### src/rtl/assert_macros.svh
// assertion helpers, clocked on clk and quiet while arst_n is low
`ifndef ASSERT_MACROS_SVH
`define ASSERT_MACROS_SVH

// condition holds on every edge
`define ASSERT_ALWAYS(lbl, expr, msg) \
	lbl: assert property (@(posedge clk) disable iff (!arst_n) (expr)) else $error(msg);

// consequent holds in the same cycle as the antecedent
`define ASSERT_IMPLY(lbl, ante, cons, msg) \
	lbl: assert property (@(posedge clk) disable iff (!arst_n) (ante) |-> (cons)) \
		else $error(msg);

// consequent holds in the cycle after the antecedent
`define ASSERT_NEXT(lbl, ante, cons, msg) \
	lbl: assert property (@(posedge clk) disable iff (!arst_n) (ante) |=> (cons)) \
		else $error(msg);

`endif

### src/rtl/ctfr_pkg.sv
package ctfr_pkg;

	localparam int MAX_MESSAGE = 30;
	localparam int BUF_DEPTH   = MAX_MESSAGE + 1;
	localparam int ADDR_W      = $clog2(BUF_DEPTH);
	localparam int LEN_W       = $clog2(MAX_MESSAGE + 1);
	// frame positions reach 7 * 15 + 6 = 111
	localparam int POS_W       = 7;
	localparam int FIFO_DEPTH  = 4;
	localparam int FIFO_AW     = $clog2(FIFO_DEPTH);
	localparam int FIFO_CW     = $clog2(FIFO_DEPTH + 1);

	localparam logic [10:0] ID_LOW    = 11'h7E8;
	localparam logic [10:0] ID_HIGH   = 11'h7EF;
	localparam logic [10:0] FC_OFFSET = 11'h008;

	localparam logic [3:0] TYPE_SF = 4'h0;
	localparam logic [3:0] TYPE_FF = 4'h1;
	localparam logic [3:0] TYPE_CF = 4'h2;

	localparam int FF_HEAD_BYTES = 6;
	localparam logic [2:0] FRAME_BYTES = 3'd7;

	localparam logic [1:0] OP_SF = 2'd0;
	localparam logic [1:0] OP_FF = 2'd1;
	localparam logic [1:0] OP_CF = 2'd2;

	localparam logic KIND_FC  = 1'b0;
	localparam logic KIND_MSG = 1'b1;

	// one queued command from front to back
	typedef struct packed {
		logic [1:0]       op;
		logic [10:0]      id;
		logic [6:0][7:0]  data;   // frame bytes 1..7
		logic [2:0]       cnt;    // bytes to store, or single frame length
		logic [POS_W-1:0] base;   // first buffer position to store
		logic             emit;   // consecutive frame completes the message
		logic [LEN_W-1:0] len;    // message length
	} cmd_t;

endpackage

### src/rtl/ctfr_front.sv
`include "assert_macros.svh"

module ctfr_front (
	input  logic                clk,
	input  logic                arst_n,
	input  logic                in_valid,
	output logic                in_stall,
	input  logic [10:0]         can_id,
	input  logic [7:0]          data0,
	input  logic [7:0]          data1,
	input  logic [7:0]          data2,
	input  logic [7:0]          data3,
	input  logic [7:0]          data4,
	input  logic [7:0]          data5,
	input  logic [7:0]          data6,
	input  logic [7:0]          data7,
	input  logic                q_full,
	output logic                push,
	output ctfr_pkg::cmd_t      cmd
);

	logic                         asm_q;
	logic [3:0]                   seq_q;
	logic [ctfr_pkg::LEN_W-1:0]   rem_q;
	logic [ctfr_pkg::LEN_W-1:0]   len_q;

	logic                         accept;
	logic                         id_ok;
	logic [3:0]                   ftype;
	logic [3:0]                   nib;
	logic [11:0]                  ff_len;
	logic                         ff_ok;
	logic [3:0]                   seq_nx;
	logic [2:0]                   cf_n;
	logic [ctfr_pkg::LEN_W-1:0]   rem_nx;
	logic [ctfr_pkg::POS_W-1:0]   nib_w;

	assign in_stall = q_full;
	assign accept   = in_valid && !q_full;
	assign id_ok    = (can_id >= ctfr_pkg::ID_LOW) && (can_id <= ctfr_pkg::ID_HIGH);
	assign ftype    = data0[7:4];
	assign nib      = data0[3:0];
	assign ff_len   = {nib, data1};
	assign ff_ok    = (ff_len >= 12'(ctfr_pkg::FF_HEAD_BYTES))
		&& (ff_len <= 12'(ctfr_pkg::MAX_MESSAGE));
	assign seq_nx   = seq_q + 4'd1;
	assign cf_n     = (rem_q > ctfr_pkg::LEN_W'(ctfr_pkg::FRAME_BYTES))
		? ctfr_pkg::FRAME_BYTES : rem_q[2:0];
	assign rem_nx   = rem_q - ctfr_pkg::LEN_W'(cf_n);
	assign nib_w    = ctfr_pkg::POS_W'(nib);

	always_comb begin
		push      = 1'b0;
		cmd.op    = ctfr_pkg::OP_SF;
		cmd.id    = can_id;
		cmd.data  = {data7, data6, data5, data4, data3, data2, data1};
		cmd.cnt   = (nib > 4'd7) ? 3'd7 : nib[2:0];
		// buffer position of this index is 7 * index
		cmd.base  = (nib_w << 3) - nib_w;
		cmd.emit  = 1'b0;
		cmd.len   = len_q;
		if (accept && id_ok) begin
			unique case (ftype)
				ctfr_pkg::TYPE_SF: begin
					push = 1'b1;
				end
				ctfr_pkg::TYPE_FF: begin
					push      = ff_ok;
					cmd.op    = ctfr_pkg::OP_FF;
					cmd.id    = can_id - ctfr_pkg::FC_OFFSET;
					cmd.cnt   = ctfr_pkg::FRAME_BYTES;
					cmd.base  = '0;
				end
				ctfr_pkg::TYPE_CF: begin
					push      = asm_q && (nib == seq_nx);
					cmd.op    = ctfr_pkg::OP_CF;
					cmd.cnt   = cf_n;
					cmd.emit  = (rem_nx == '0);
				end
				default: begin
					push = 1'b0;
				end
			endcase
		end
	end

	always_ff @(posedge clk or negedge arst_n) begin
		if (!arst_n) begin
			asm_q <= 1'b0;
			seq_q <= '0;
			rem_q <= '0;
			len_q <= '0;
		end else if (accept && id_ok) begin
			if (ftype == ctfr_pkg::TYPE_FF && ff_ok) begin
				asm_q <= 1'b1;
				seq_q <= '0;
				len_q <= ff_len[ctfr_pkg::LEN_W-1:0];
				rem_q <= ff_len[ctfr_pkg::LEN_W-1:0] - ctfr_pkg::LEN_W'(ctfr_pkg::FF_HEAD_BYTES);
			end else if (ftype == ctfr_pkg::TYPE_CF && asm_q) begin
				seq_q <= seq_nx;
				if (nib != seq_nx) begin
					asm_q <= 1'b0;
				end else begin
					rem_q <= rem_nx;
					if (rem_nx == '0) begin
						asm_q <= 1'b0;
					end
				end
			end
		end
	end

	`ASSERT_IMPLY(a_len_range, asm_q,
		(len_q >= ctfr_pkg::LEN_W'(ctfr_pkg::FF_HEAD_BYTES))
		&& (rem_q <= len_q - ctfr_pkg::LEN_W'(ctfr_pkg::FF_HEAD_BYTES)),
		"reassembly length out of range")
	`ASSERT_NEXT(a_done_clears, push && cmd.op == ctfr_pkg::OP_CF && cmd.emit,
		!asm_q, "completed message left reassembly armed")

endmodule

### src/rtl/ctfr_fifo.sv
`include "assert_macros.svh"

module ctfr_fifo (
	input  logic           clk,
	input  logic           arst_n,
	input  logic           push,
	input  ctfr_pkg::cmd_t cmd_in,
	output logic           full,
	input  logic           pop,
	output ctfr_pkg::cmd_t cmd_out,
	output logic           empty
);

	ctfr_pkg::cmd_t                 slot_q [ctfr_pkg::FIFO_DEPTH];
	logic [ctfr_pkg::FIFO_AW-1:0]   wr_q;
	logic [ctfr_pkg::FIFO_AW-1:0]   rd_q;
	logic [ctfr_pkg::FIFO_CW-1:0]   cnt_q;
	logic                           do_push;
	logic                           do_pop;

	assign full    = (cnt_q == ctfr_pkg::FIFO_CW'(ctfr_pkg::FIFO_DEPTH));
	assign empty   = (cnt_q == '0);
	assign do_push = push && !full;
	assign do_pop  = pop && !empty;
	assign cmd_out = slot_q[rd_q];

	always_ff @(posedge clk) begin
		if (do_push) begin
			slot_q[wr_q] <= cmd_in;
		end
	end

	always_ff @(posedge clk or negedge arst_n) begin
		if (!arst_n) begin
			wr_q  <= '0;
			rd_q  <= '0;
			cnt_q <= '0;
		end else begin
			if (do_push) begin
				wr_q <= (wr_q == ctfr_pkg::FIFO_AW'(ctfr_pkg::FIFO_DEPTH - 1)) ? '0 : wr_q + 1'b1;
			end
			if (do_pop) begin
				rd_q <= (rd_q == ctfr_pkg::FIFO_AW'(ctfr_pkg::FIFO_DEPTH - 1)) ? '0 : rd_q + 1'b1;
			end
			if (do_push && !do_pop) begin
				cnt_q <= cnt_q + 1'b1;
			end else if (do_pop && !do_push) begin
				cnt_q <= cnt_q - 1'b1;
			end
		end
	end

	`ASSERT_ALWAYS(a_no_overflow, !(push && full), "command pushed into a full queue")

endmodule

### src/rtl/ctfr_back.sv
`include "assert_macros.svh"

module ctfr_back (
	input  logic                        clk,
	input  logic                        arst_n,
	input  logic                        q_empty,
	input  ctfr_pkg::cmd_t              cmd_in,
	output logic                        pop,
	output logic                        out_valid,
	input  logic                        out_stall,
	output logic                        kind,
	output logic [10:0]                 node_id,
	output logic [7:0]                  msg_byte,
	output logic [ctfr_pkg::LEN_W-1:0]  byte_index,
	output logic                        last
);

	localparam logic [1:0] B_IDLE  = 2'd0;
	localparam logic [1:0] B_WRITE = 2'd1;
	localparam logic [1:0] B_READ  = 2'd2;
	localparam logic [1:0] B_EMIT  = 2'd3;

	logic [7:0]                   mem [ctfr_pkg::BUF_DEPTH];
	logic [1:0]                   state_q;
	ctfr_pkg::cmd_t               cmd_q;
	logic [2:0]                   w_q;
	logic [ctfr_pkg::LEN_W-1:0]   k_q;
	logic [7:0]                   rdata_q;
	logic                         out_vld_q;

	logic [ctfr_pkg::POS_W-1:0]   wpos;
	logic                         wr_en;
	logic                         out_free;
	logic                         load;
	logic [7:0]                   e_byte;
	logic                         e_kind;
	logic [ctfr_pkg::LEN_W-1:0]   e_lastk;
	logic                         e_last;
	logic [2:0]                   sf_sel;

	function automatic logic [1:0] after_write(input ctfr_pkg::cmd_t c);
		logic [1:0] nx;
		if (c.op == ctfr_pkg::OP_FF) begin
			nx = B_EMIT;
		end else if (c.emit) begin
			nx = B_READ;
		end else begin
			nx = B_IDLE;
		end
		return nx;
	endfunction

	assign pop       = (state_q == B_IDLE) && !q_empty;
	assign wpos      = cmd_q.base + ctfr_pkg::POS_W'(w_q);
	assign wr_en     = (state_q == B_WRITE) && (wpos < ctfr_pkg::POS_W'(ctfr_pkg::BUF_DEPTH));
	assign out_free  = !out_vld_q || !out_stall;
	assign load      = (state_q == B_EMIT) && out_free;
	assign out_valid = out_vld_q;
	assign sf_sel    = k_q[2:0] - 3'd1;

	always_comb begin
		e_kind  = ctfr_pkg::KIND_MSG;
		e_byte  = rdata_q;
		e_lastk = cmd_q.len;
		unique case (cmd_q.op)
			ctfr_pkg::OP_SF: begin
				// byte 0 of a single frame is its clamped length
				e_byte  = (k_q == '0) ? 8'(cmd_q.cnt) : cmd_q.data[sf_sel];
				e_lastk = ctfr_pkg::LEN_W'(cmd_q.cnt);
			end
			ctfr_pkg::OP_FF: begin
				e_kind  = ctfr_pkg::KIND_FC;
				e_byte  = '0;
				e_lastk = '0;
			end
			ctfr_pkg::OP_CF: begin
				e_byte  = rdata_q;
			end
			default: begin
				e_byte  = rdata_q;
			end
		endcase
		e_last = (k_q == e_lastk);
	end

	always_ff @(posedge clk) begin
		if (wr_en) begin
			mem[wpos[ctfr_pkg::ADDR_W-1:0]] <= cmd_q.data[w_q];
		end
		if (state_q == B_READ) begin
			rdata_q <= mem[ctfr_pkg::ADDR_W'(k_q)];
		end
	end

	always_ff @(posedge clk) begin
		if (pop) begin
			cmd_q <= cmd_in;
		end
		if (load) begin
			kind       <= e_kind;
			node_id    <= cmd_q.id;
			msg_byte   <= e_byte;
			byte_index <= k_q;
			last       <= e_last;
		end
	end

	always_ff @(posedge clk or negedge arst_n) begin
		if (!arst_n) begin
			state_q   <= B_IDLE;
			w_q       <= '0;
			k_q       <= '0;
			out_vld_q <= 1'b0;
		end else begin
			if (load) begin
				out_vld_q <= 1'b1;
			end else if (!out_stall) begin
				out_vld_q <= 1'b0;
			end
			unique case (state_q)
				B_IDLE: begin
					if (pop) begin
						w_q <= '0;
						k_q <= '0;
						if (cmd_in.op == ctfr_pkg::OP_SF) begin
							state_q <= B_EMIT;
						end else if (cmd_in.cnt == '0) begin
							state_q <= after_write(cmd_in);
						end else begin
							state_q <= B_WRITE;
						end
					end
				end
				B_WRITE: begin
					w_q <= w_q + 3'd1;
					if (w_q == cmd_q.cnt - 3'd1) begin
						state_q <= after_write(cmd_q);
					end
				end
				B_READ: begin
					state_q <= B_EMIT;
				end
				B_EMIT: begin
					if (load) begin
						if (e_last) begin
							state_q <= B_IDLE;
						end else begin
							k_q     <= k_q + 1'b1;
							state_q <= (cmd_q.op == ctfr_pkg::OP_CF) ? B_READ : B_EMIT;
						end
					end
				end
				default: begin
					state_q <= B_IDLE;
				end
			endcase
		end
	end

	`ASSERT_IMPLY(a_no_sf_write, state_q == B_WRITE,
		cmd_q.op != ctfr_pkg::OP_SF, "single frame reached the buffer write phase")
	`ASSERT_IMPLY(a_fc_single, load && e_kind == ctfr_pkg::KIND_FC,
		e_last && k_q == '0, "flow-control request not a lone last result")

endmodule

### src/rtl/can_transport_frame_reassembler.sv
// Receive-side transport reassembler for 11-bit diagnostic responses on IDs 0x7E8..0x7EF.
// A front end classifies each frame and tracks the sequence, pushing commands into a
// four-entry queue, so frames are taken at one per cycle until the queue fills. The back
// end works one command at a time: a single frame gives its length and data at one result
// per cycle while the output is not stalled; a first frame writes its seven bytes to the
// buffer and then gives one flow-control result addressed to the ID minus 8; a consecutive
// frame writes its stored bytes to the buffer, and the one that completes a message emits
// length + 1 bytes, each read through the buffer's single read port before it is emitted.
// A result register sits at the output, and further results wait while it is not taken.
module can_transport_frame_reassembler (
	input  logic                        clk,
	input  logic                        arst_n,
	input  logic                        in_valid,
	output logic                        in_stall,
	input  logic [10:0]                 can_id,
	input  logic [7:0]                  data0,
	input  logic [7:0]                  data1,
	input  logic [7:0]                  data2,
	input  logic [7:0]                  data3,
	input  logic [7:0]                  data4,
	input  logic [7:0]                  data5,
	input  logic [7:0]                  data6,
	input  logic [7:0]                  data7,
	output logic                        out_valid,
	input  logic                        out_stall,
	output logic                        kind,
	output logic [10:0]                 node_id,
	output logic [7:0]                  msg_byte,
	output logic [ctfr_pkg::LEN_W-1:0]  byte_index,
	output logic                        last
);

	ctfr_pkg::cmd_t  f_cmd;
	ctfr_pkg::cmd_t  q_cmd;
	logic            f_push;
	logic            q_full;
	logic            q_empty;
	logic            b_pop;

	ctfr_front u_front (
		.clk      (clk),
		.arst_n   (arst_n),
		.in_valid (in_valid),
		.in_stall (in_stall),
		.can_id   (can_id),
		.data0    (data0),
		.data1    (data1),
		.data2    (data2),
		.data3    (data3),
		.data4    (data4),
		.data5    (data5),
		.data6    (data6),
		.data7    (data7),
		.q_full   (q_full),
		.push     (f_push),
		.cmd      (f_cmd)
	);

	ctfr_fifo u_fifo (
		.clk     (clk),
		.arst_n  (arst_n),
		.push    (f_push),
		.cmd_in  (f_cmd),
		.full    (q_full),
		.pop     (b_pop),
		.cmd_out (q_cmd),
		.empty   (q_empty)
	);

	ctfr_back u_back (
		.clk        (clk),
		.arst_n     (arst_n),
		.q_empty    (q_empty),
		.cmd_in     (q_cmd),
		.pop        (b_pop),
		.out_valid  (out_valid),
		.out_stall  (out_stall),
		.kind       (kind),
		.node_id    (node_id),
		.msg_byte   (msg_byte),
		.byte_index (byte_index),
		.last       (last)
	);

endmodule

### config.mk
export PLATFORM = sky130hd
export DESIGN_NAME = can_transport_frame_reassembler
export DESIGN_NICKNAME = d
export VERILOG_FILES = /design/src/rtl/ctfr_pkg.sv /design/src/rtl/ctfr_front.sv /design/src/rtl/ctfr_fifo.sv /design/src/rtl/ctfr_back.sv /design/src/rtl/can_transport_frame_reassembler.sv
export VERILOG_INCLUDE_DIRS = /design/src /design/src/rtl
export SDC_FILE = /design/constraint.sdc
export NUM_CORES = 1
export LEC_CHECK = 0
export BUFFER_PORTS_ARGS = -buffer_cell sky130_fd_sc_hd__clkbuf_2
export CAP_MARGIN = 10
export CORE_MARGIN = 2
export CORE_UTILIZATION = 40
export DETAILED_ROUTE_END_ITERATION = 10
export GPL_ROUTABILITY_DRIVEN = 1
export PLACE_DENSITY = 0.55
export SYNTH_ARGS = -nofsm -noshare
export SYNTH_HDL_FRONTEND = slang
export SYNTH_HIERARCHICAL = 1
export SYNTH_SLANG_ARGS = --single-unit
export TNS_END_PERCENT = 50
### constraint.sdc
create_clock -name clk -period 10.5 [get_ports clk]
set_input_delay 1.05 -clock clk [delete_from_list [all_inputs] [get_ports clk]]
set_output_delay 1.05 -clock clk [all_outputs]
set_load 0.05 [all_outputs]
==> metrics, run 1 <==
Tcrit/Tclk final=44.60%; Hold/Removal Path Class=flop to flop; portion of netlist area occupied by mux cells=14.46%; Crit Path Category=primary input to flop; post-synthesis async set-or-reset flop share=4.459%; largest net degree at the start of global routing=66; Post-synth top flop=edfxtp_1; Design Area, Final=0.03355 mm²; antenna violations before repair=1; Final Hold Vio Count=0; fmax=213.6 MHz; CP Capture Type=flop; Tmin final=4683 ps; max_slew headroom=18.80%; setup TNS=0 ps; critical path startpoint category=primary input; top-count cell post-synth=edfxtp_1; number of synthesized flops with an enable pin=707; Syn Area/Cell=19.80 µm²; Final Max Tran Viols=0; Critical-path top delay cell=and2_4; Compound-Gate Fraction of Synth Area=2.840%; Placed Area=0.03101 mm²; post-synth top area cell=edfxtp_1; yosys warns=6; GR Overflow Total=0; critical path peak fanout=45; hold buffer count at CTS=0; Synth Area in XOR/XNOR=0.8403%; io pins=107; Synth Area in Adders=1.101%; status=finished, final reports clean; detailed placer's ending HPWL=38620 µm; Max rail drop VDD=138.2 µV; vias in the first global route=14480; Pleak=10.98 nW; FF+latch count, synth=740; RSZ-0062 raised after global routing=false; Chip Height=276.9 µm; Core ar.=0.07407 mm²; post-place setup slack=5107 ps; Routability Congestion=0.7529; clk buf depth=3; Global Route Usage Sum=16.36%; Final Routed Wirelength=61940 µm; Synth top cells by count=707 x edfxtp_1, 171 x mux4_2, 65 x buf_4, 65 x nor2_1, 48 x nand2_1; Area contributors post-synth=edfxtp_1 71%, mux4_2 13%, dfrtp_1 2.8%; Clock Sink Count=740; final antenna-violating net count=0; Core Util, Final=45.29%; area grow syn2layout=12.66%; sequential share of the synthesized area=74.07%; IO buf count=106; die area=0.07665 mm²; Vias/cell=5.285; Largest delay share family, worst path=simple AND/OR/NAND/NOR gates; first-pass detailed-route iteration total=5; WL per Instance=23.58 µm; CP dominant cell by count=or4_4; simple-gate area share of the yosys netlist=3.571%; NumNets Final=1699; sum of buffers and inverters on the critical path=2; Worst Path Required=10750 ps; Clock Skews=28.63 ps; MaxCap Viol Count=0; CTS tree=done; layout cells sized above 1=28.30%; first-pass GRT wire length=93780 µm; syn_nets=1608; Clock Latency Late Sink=630 ps; die width=276.9 µm; area share of the largest cell type after synthesis=71.29%; post-CTS setup buffer count=0; Initial Util=40.20%; slowest cell delay on critical path=720 ps; Mapped Area=0.02978 mm²; num rows=100; CTS Buf Count=78; CP Data Arrival Time=4930 ps; H-Tree Depth=3; dominant combinational cell family by area after synthesis=multiplexers; DR iter-0 viols=1093; Setup WS post-layout=5817 ps; PD cells=262.6 mW/mm²; clock slew at reported path FFs=60 ps; post-synth cell types=65; Residual DRC=0; critical path, cell by cell=clkbuf_2 -> or4b_4 -> or4_4 -> or4_4 -> a31oi_1 -> nor2b_1 -> and2_4 -> buf_4; cell count after synthesis=1504; CTS root buf=clkbuf_16; via count=13890; Slew @ Worst Pin=1210 ps; PostCTS Resize Cnt=0; Final setup viols=0
per-layer routing:
layer	share of wire [%]	wire length, µm	track usage [%]	vias to the layer above
li1	-	-	-	6215
met1	44	27260	22.40	7332
met2	50	30720	26.93	274
met3	4.3	2644	2.725	64
met4	2.1	1314	5.100	0
met5	0	0	0	-
cells in the final DEF, fill, tap and decap left out, types with 9 or more instances in the layout:
cell type,synthesis,final
nand2_1,48,48
clkinv_1,0,17
nor2b_1,10,10
dfrtp_1,33,28
edfxtp_1,707,707
xor2_1,12,12
mux4_2,171,171
buf_4,65,38
nand3_1,9,9
clkbuf_16,0,79
xnor2_1,14,14
ha_1,23,23
nor2_1,65,65
o21ai_0,35,35
mux2i_1,24,24
clkbuf_2,0,106
nor3_1,25,25
mux2_2,17,17
inv_1,23,22
a21oi_1,33,29
clkbuf_1,36,15
metrics by stage:
| step | power, W | hold WS [ps] | instances |
|---|---|---|---|
| 5_1_grt | 0.009210 | 424.1 | 2627 |
| 6_report | 0.008809 | 416.6 | 2627 |
| 3_3_place_gp | 0.006180 | 400.3 | 2482 |
| 2_1_floorplan | 0.005489 | 400.3 | 1504 |
| 3_5_place_dp | 0.006219 | 404.5 | 2483 |
| 4_1_cts | 0.008935 | 418.8 | 2625 |
worst register-to-register path: cells and delay by family, from the launching register on:
family                   cells  cell delay (ps)
flip-flops                   1              430
XOR/XNOR                     1              380
adder cells (fa/ha/maj)      1              260
AND/OR/NAND/NOR              4             1720
buffers and inverters        1              710
AO/OA/AOI/OAI                1              220
power by group:
| part | switching (W) | leakage (nW) | internal, W |
|---|---|---|---|
| Sequential | 0.000141 | 6.86 | 0.00369 |
| Combinational | 0.00141 | 2.92 | 0.000875 |
| Clock | 0.00113 | 1.20 | 0.00157 |
| Total | 0.00268 | 11.0 | 0.00613 |
path summary, 6_finish.rpt:
path                                       start                   end  slack, ps  depth (start not counted)
worst max register to register  u_front/seq_q[0]  u_fifo/slot_q[0][60]       6390                          8
worst min-delay path            u_back/cmd_q[81]     u_back/node_id[9]        420                          0
max in group asynchronous                 arst_n         u_back/k_q[0]       9140                          1
min in group asynchronous                 arst_n      u_front/len_q[2]        580                          1
worst max-delay path                    data0[5]  u_fifo/slot_q[0][60]       5820                          8
worst min register to register  u_back/cmd_q[81]     u_back/node_id[9]        420                          0
logic make-up after synthesis:
family                   Yosys count
flip-flops                       740
multiplexers                     214
AND/OR/NAND/NOR                  213
buffers and inverters            156
AO/OA/AOI/OAI                    129
XOR/XNOR                          27
adder cells (fa/ha/maj)           25
registers in the layout, summed over array words and instances, names as in the netlist, 3 cells and up:
name               flops
u_back/msg_byte        8
u_back/k_q             5
u_front/len_q          5
u_back/node_id        11
u_fifo/slot_q        340
u_back/rdata_q         8
u_back/mem           248
u_back/cmd_q          85
u_back/byte_index      5
u_back/w_q             3
u_fifo/cnt_q           3
u_front/seq_q          4
u_front/rem_q          5
layout make-up:
class                           count  area, µm²
Multi-Input combinational cell    608       6827
Timing Repair Buffer              144      815.8
Tap cell                          969       1212
Antenna cell                        1      2.502
Fill cell                        6337      40520
Sequential cell                   740      22070
Clock inverter                     48      498.0
Inverter                           23      88.84
Clock buffer                       94       2033
No activity file was read; power rests on OpenSTA's default activity.
==> inputs of run 2 (changes only) <==
- ABC_AREA: unset -> 1
- PLACE_DENSITY: 0.55 -> 0.57
- clock period: 10.5 -> 4.2 ns (I/O delays scaled with it)
==> run 2 against run 1 <==
Worst hold slack got worse by 390 ps. Via count increased by 43%. Routed wire length increased by 21%. Cell area increased by 8.1%. Global-route usage increased by 2.0 points. Core utilization increased by 0.62 points. Setup slack got worse by 5000 ps. Critical path depth increased by 4. Sequential power increased to 2.7 times the previous value. Sequential share of layout area decreased by 5.0 points. Critical endpoint is now u_fifo/slot_q[2][74]. Largest power group unchanged.
==> metrics, run 2 <==
status=finished, final reports clean; Hold/Removal Path Class=primary input to flop; yosys warns=6; first-pass detailed-route iteration total=6; DR iter-0 viols=1709; RSZ-0062 raised after global routing=false; Global Route Usage Sum=18.33%; Post-synth top flop=edfxtp_1; post-CTS setup buffer count=0; Final Hold Vio Count=0; PostCTS Resize Cnt=0; # diodes=0; Syn Area/Cell=11.69 µm²; area share of the largest cell type after synthesis=66.43%; Routability Congestion=0.8994; vias in the first global route=19510; critical path peak fanout=17; Clock Sink Count=740; Core ar.=0.07900 mm²; Most flops, register=u_fifo/slot_q; NumNets Final=2923; Final setup viols=0; IO buf count=106; Vias/cell=5.042; Overall Power=0.02464 W; via count=19840; final antenna-violating net count=0; post-synth cell types=48; antenna violations before repair=2; sequential share of the synthesized area=69.02%; Initial Util=40.45%; H-Tree Depth=3; Clock Skews=31.34 ps; Clock Latency Late Sink=640 ps; CP Capture Type=flop; Pleak=13.63 nW; io pins=107; area occupied by multi-input gates=0.007571 mm²; Mapped Area=0.03196 mm²; Tmin final=3392 ps; Final Routed Wirelength=75210 µm; slowest cell delay on critical path=580 ps; number of synthesized flops with an enable pin=707; MaxCap Viol Count=0; num rows=103; first-pass GRT wire length=115400 µm; area grow syn2layout=13.50%; commonest non-fill, non-tap cell in the layout=edfxtp_1; detailed placer's ending HPWL=47870 µm; highest-count cells in the layout ignoring fill and taps=707 x edfxtp_1, 573 x nand2_1, 310 x inv_1, 235 x nor2_1, 205 x o211ai_1; Worst Path Required=4520 ps; Slew @ Worst Pin=1165 ps; post-synth top area cell=edfxtp_1; top-count cell post-synth=edfxtp_1; Max rail drop VDD=415.9 µV; WL per Instance=19.12 µm; Area contributors post-synth=edfxtp_1 66%, nand2_1 6.7%, o211ai_1 4.8%; layout cells sized above 1=11.06%; CTS root buf=clkbuf_16; die width=286.7 µm; max_slew headroom=22.31%; GR Overflow Total=0; syn_nets=2837; fmax=294.8 MHz; cell count after synthesis=2733; Register Area=0.02207 mm²; largest net degree at the start of global routing=165; CTS tree=done; post-synthesis async set-or-reset flop share=4.459%; Critical-path top delay cell=nor2_4; clk buf depth=3; Residual DRC=0; Final Max Tran Viols=0; hold buffer count at CTS=41; max FFs per register=340; critical path, cell by cell=inv_1 -> nand3_1 -> inv_1 -> nor2_1 -> nor3b_1 -> nand3_1 -> nor2_4 -> o21ai_0 -> inv_1 -> nand2_1 -> nor2_4 -> buf_4; Tcrit/Tclk final=80.75%; PD cells=679.3 mW/mm²; critical path startpoint category=flop; die area=0.08217 mm²; CP dominant cell by count=inv_1; Core Util, Final=45.91%; FF+latch count, synth=740; CTS Buf Count=81; clock slew at reported path FFs=60 ps; Chip Height=286.7 µm; fillers=7042; Synth top cells by count=707 x edfxtp_1, 573 x nand2_1, 310 x inv_1, 240 x nor2_1, 205 x o211ai_1; CP Data Arrival Time=3710 ps; Crit Path Category=flop to flop
## run 2: final timing paths
| path | startpoint | endpoint | slack, ps | depth (start not counted) |
|---|---|---|---|---|
| min reg2reg | u_back/cmd_q[76] | u_back/node_id[4] | 420 | 0 |
| max reg2reg | u_fifo/cnt_q[0] | u_fifo/slot_q[2][74] | 810 | 12 |
| min | data5[1] | u_fifo/slot_q[0][49] | 30 | 1 |
| max | u_fifo/cnt_q[0] | u_fifo/slot_q[2][74] | 810 | 12 |
| max in group asynchronous | arst_n | u_back/k_q[0] | 2920 | 2 |
| min in group asynchronous | arst_n | u_front/seq_q[2] | 500 | 2 |
## run 2: cell families (layout without fill, tap and decap cells)
family / count (synthesis) / after routing / share of synthesized area (%)
AND/OR/NAND/NOR: 958 / 958 / 12.24
flip-flops: 740 / 740 / 69.02
AO/OA/AOI/OAI: 484 / 484 / 9.459
adder cells (fa/ha/maj): 25 / 25 / 1.026
buffers and inverters: 508 / 659 / 7.764
XOR/XNOR: 18 / 18 / 0.4934
## run 2: layer usage
metal | routed length (µm) | up-vias | part of all wire (%) | track usage, %
met3 | 3665 | 126 | 4.9 | 3.068
li1 | - | 9586 | - | -
met1 | 33210 | 9634 | 44 | 24.94
met2 | 36190 | 489 | 48 | 30.10
met5 | 0 | - | 0 | 0
met4 | 2134 | 0 | 2.8 | 5.707
## run 2: critical path, delay by kind of cell (launching register included)
kind            cells  cell delay, ps
simple gates        7            1810
buf+inv             4             670
flops               1             420
compound gates      1             180
## run 2: area by class of cell
| type | instances | share of cell area (%) |
|---|---|---|
| Clock inverter | 47 | 1.476 |
| Sequential cell | 740 | 60.84 |
| Tap cell | 1050 | 3.622 |
| Inverter | 316 | 3.274 |
| Multi-Input combinational cell | 1485 | 20.87 |
| Timing Repair Buffer | 195 | 4.036 |
| Clock buffer | 101 | 5.882 |
## run 2: through the flow
| stage | std cells | area, µm² | TNS [ps] | setup slack [ps] | hold WS [ps] |
|---|---|---|---|---|---|
| 3_5_place_dp | 3745 | 33190 | 0 | 765.2 | 406.2 |
| 4_1_cts | 3934 | 36270 | 0 | 783.4 | 0.2694 |
| 5_1_grt | 3934 | 36270 | 0 | 440.4 | 4.193 |
| 2_1_floorplan | 2733 | 31970 | -51290 | -150.6 | 124.4 |
| 3_3_place_gp | 3745 | 33190 | 0 | 866.9 | 401.3 |
| 6_report | 3934 | 36270 | 0 | 808.4 | 27.87 |
## run 2: power by group
part / total [W] / switching (W) / internal, W
logic: 0.00708 / 0.00531 / 0.00177
clock network: 0.00701 / 0.00287 / 0.00414
registers: 0.0105 / 0.000659 / 0.00989
total: 0.0246 / 0.00884 / 0.0158
==> inputs of run 3 (changes only) <==
- ABC_AREA: 1 -> 0
- clock period: 4.2 -> 2.7 ns (I/O delays scaled with it)
==> run 3 against run 2 <==
First-iteration DRC count fell by 33%. Flip-flop and latch count did not move. Via count fell by 25%. Worst hold slack improved by 88 ps. Clock power rose by 48%. Sequential share of layout area rose by 0.92 points. Clock skew fell by 0.56 ps. Global-route usage fell by 1.7 points. Critical path type is now primary input to flop.
==> metrics, run 3 (synthesized netlist as in run 1, its figures left out) <==
status=finished, final reports clean; Initial Util=40.20%; CTS Buf Count=78; Tcrit/Tclk final=99.41%; first-pass detailed-route iteration total=6; Clock Skews=30.78 ps; clk buf depth=3; clock slew at reported path FFs=60 ps; slowest cell delay on critical path=640 ps; Final setup viols=0; CTS root buf=clkbuf_16; Max rail drop VDD=692.8 µV; highest-count cells in the layout ignoring fill and taps=707 x edfxtp_1, 171 x mux4_2, 126 x buf_4, 104 x clkbuf_2, 81 x clkbuf_16; Final Max Tran Viols=0; Worst Path Required=3250 ps; H-Tree Depth=3; NumNets Final=1887; vias in the first global route=15350; critical path startpoint category=primary input; RSZ-0062 raised after global routing=true; fmax=372.6 MHz; DRT met1 WL=27460 µm; routed wl met2=31160 µm; fillers=6115; Residual DRC=0; sum of buffers and inverters on the critical path=2; setup TNS=0 ps; Pleak=12.10 nW; critical path peak fanout=5; largest net degree at the start of global routing=66; Most flops, register=u_fifo/slot_q; Hold/Removal Path Class=primary input to flop; Crit Path Category=primary input to flop; CP Data Arrival Time=3240 ps; DR iter-0 viols=1141; Hold WS=116.1 ps; Final Routed Wirelength=63200 µm; layout cells sized above 1=34.20%; critical path, cell by cell=dlygate4sd3_1 -> or4_4 -> or4_4 -> a31oi_4 -> nor2b_4 -> ha_4 -> inv_2 -> fa_2 -> xor2_1 -> nor2_1 -> xor2_1; CTS tree=done; Routability Congestion=0.8113; die area=0.07665 mm²; PD cells=977.7 mW/mm²; GR Overflow Total=0; Max Used Layer=met4; WL met3=3238 µm; Largest delay share family, worst path=simple AND/OR/NAND/NOR gates; MaxCap Viol Count=0; max_slew headroom=29.79%; via count=14790; final antenna-violating net count=0; commonest non-fill, non-tap cell in the layout=edfxtp_1; IO buf count=106; Slew @ Worst Pin=1053 ps; Core Util, Final=48.26%; area grow syn2layout=20.03%; CP Capture Type=flop; max FFs per register=340; first-pass GRT wire length=96340 µm; Clock Sink Count=740; num rows=100; detailed placer's ending HPWL=41720 µm; Final Hold Vio Count=0; io pins=107; Global Route Usage Sum=16.67%; Tmin final=2684 ps; Chip Height=276.9 µm; WL per Instance=22.48 µm; Critical-path top delay cell=dlygate4sd3_1; # diodes=0; Clock Latency Late Sink=630 ps; die width=276.9 µm; Vias/cell=5.262; antenna violations before repair=0; Core ar.=0.07407 mm²
==> run 3: worst paths after layout <==
path                                        endpoint  cells after the start  slack [ps]              from
max in group asynchronous             u_fifo/rd_q[1]                      2        1570            arst_n
min in group asynchronous           u_front/rem_q[3]                      2         370            arst_n
worst min-delay path            u_fifo/slot_q[2][77]                      2         120         can_id[5]
worst min register to register     u_back/node_id[5]                      0         420  u_back/cmd_q[77]
worst max-delay path                 u_fifo/cnt_q[2]                     11          20          data1[7]
worst max register to register     u_back/mem[19][4]                     13          40     u_back/w_q[0]
==> run 3: power breakdown <==
part	total, W	switching [W]	internal, W
combinational	0.00976	0.00575	0.00401
clock	0.0104	0.00441	0.00597
sequential	0.0148	0.000481	0.0143
==> run 3: cell type report <==
type / count / area [µm²] / share of cell area [%]
well taps: 969 / 1212 / 3.392
clock buffers: 93 / 2018 / 5.646
flip-flops and latches: 740 / 22070 / 61.75
clock inverters: 46 / 485.5 / 1.358
multi-input cells: 608 / 7052 / 19.73
repair buffers: 332 / 2813 / 7.869
inverters: 23 / 90.09 / 0.2520
==> run 3: repair_timing <==
item | 4_1_cts | 5_1_grt
cloned | 0 | 3
hold buffers | 64 | 0
hold endpoints to repair | 282 | 0
buffers inserted | 0 | 8
pin swaps | 6 | 6
gates resized for setup | 11 | 26
setup endpoints to repair | 400 | 418
==> run 3: per-stage QoR <==
step / setup slack, ps / cell area, µm² / total power [W] / instances
6_report: 15.83 / 35740 / 0.03495 / 2811
5_1_grt: -113.6 / 35740 / 0.03646 / 2811
4_1_cts: 0.06839 / 35440 / 0.03535 / 2802
3_5_place_dp: -612.5 / 32250 / 0.02481 / 2599
3_3_place_gp: -587.6 / 32250 / 0.02469 / 2599
2_1_floorplan: -588.4 / 29900 / 0.02142 / 1504
==> run 3: metal layers <==
layer,GRT usage (%),up-vias
met1,22.80,7737
li1,-,6594
met3,2.961,90
met2,27.29,370
met5,0,-
met4,5.281,0
==> run 3: worst reg2reg max path: stages, from the launching register on <==
cell,delay (ps)
dfrtp_1,350
ha_2,190
inv_2,40
fa_2,340
nor2b_2,140
o21a_1,120
o211ai_1,80
a21oi_1,170
o21ai_1,80
buf_4,200
buf_12,150
buf_12,130
nor3_4,170
buf_6,190
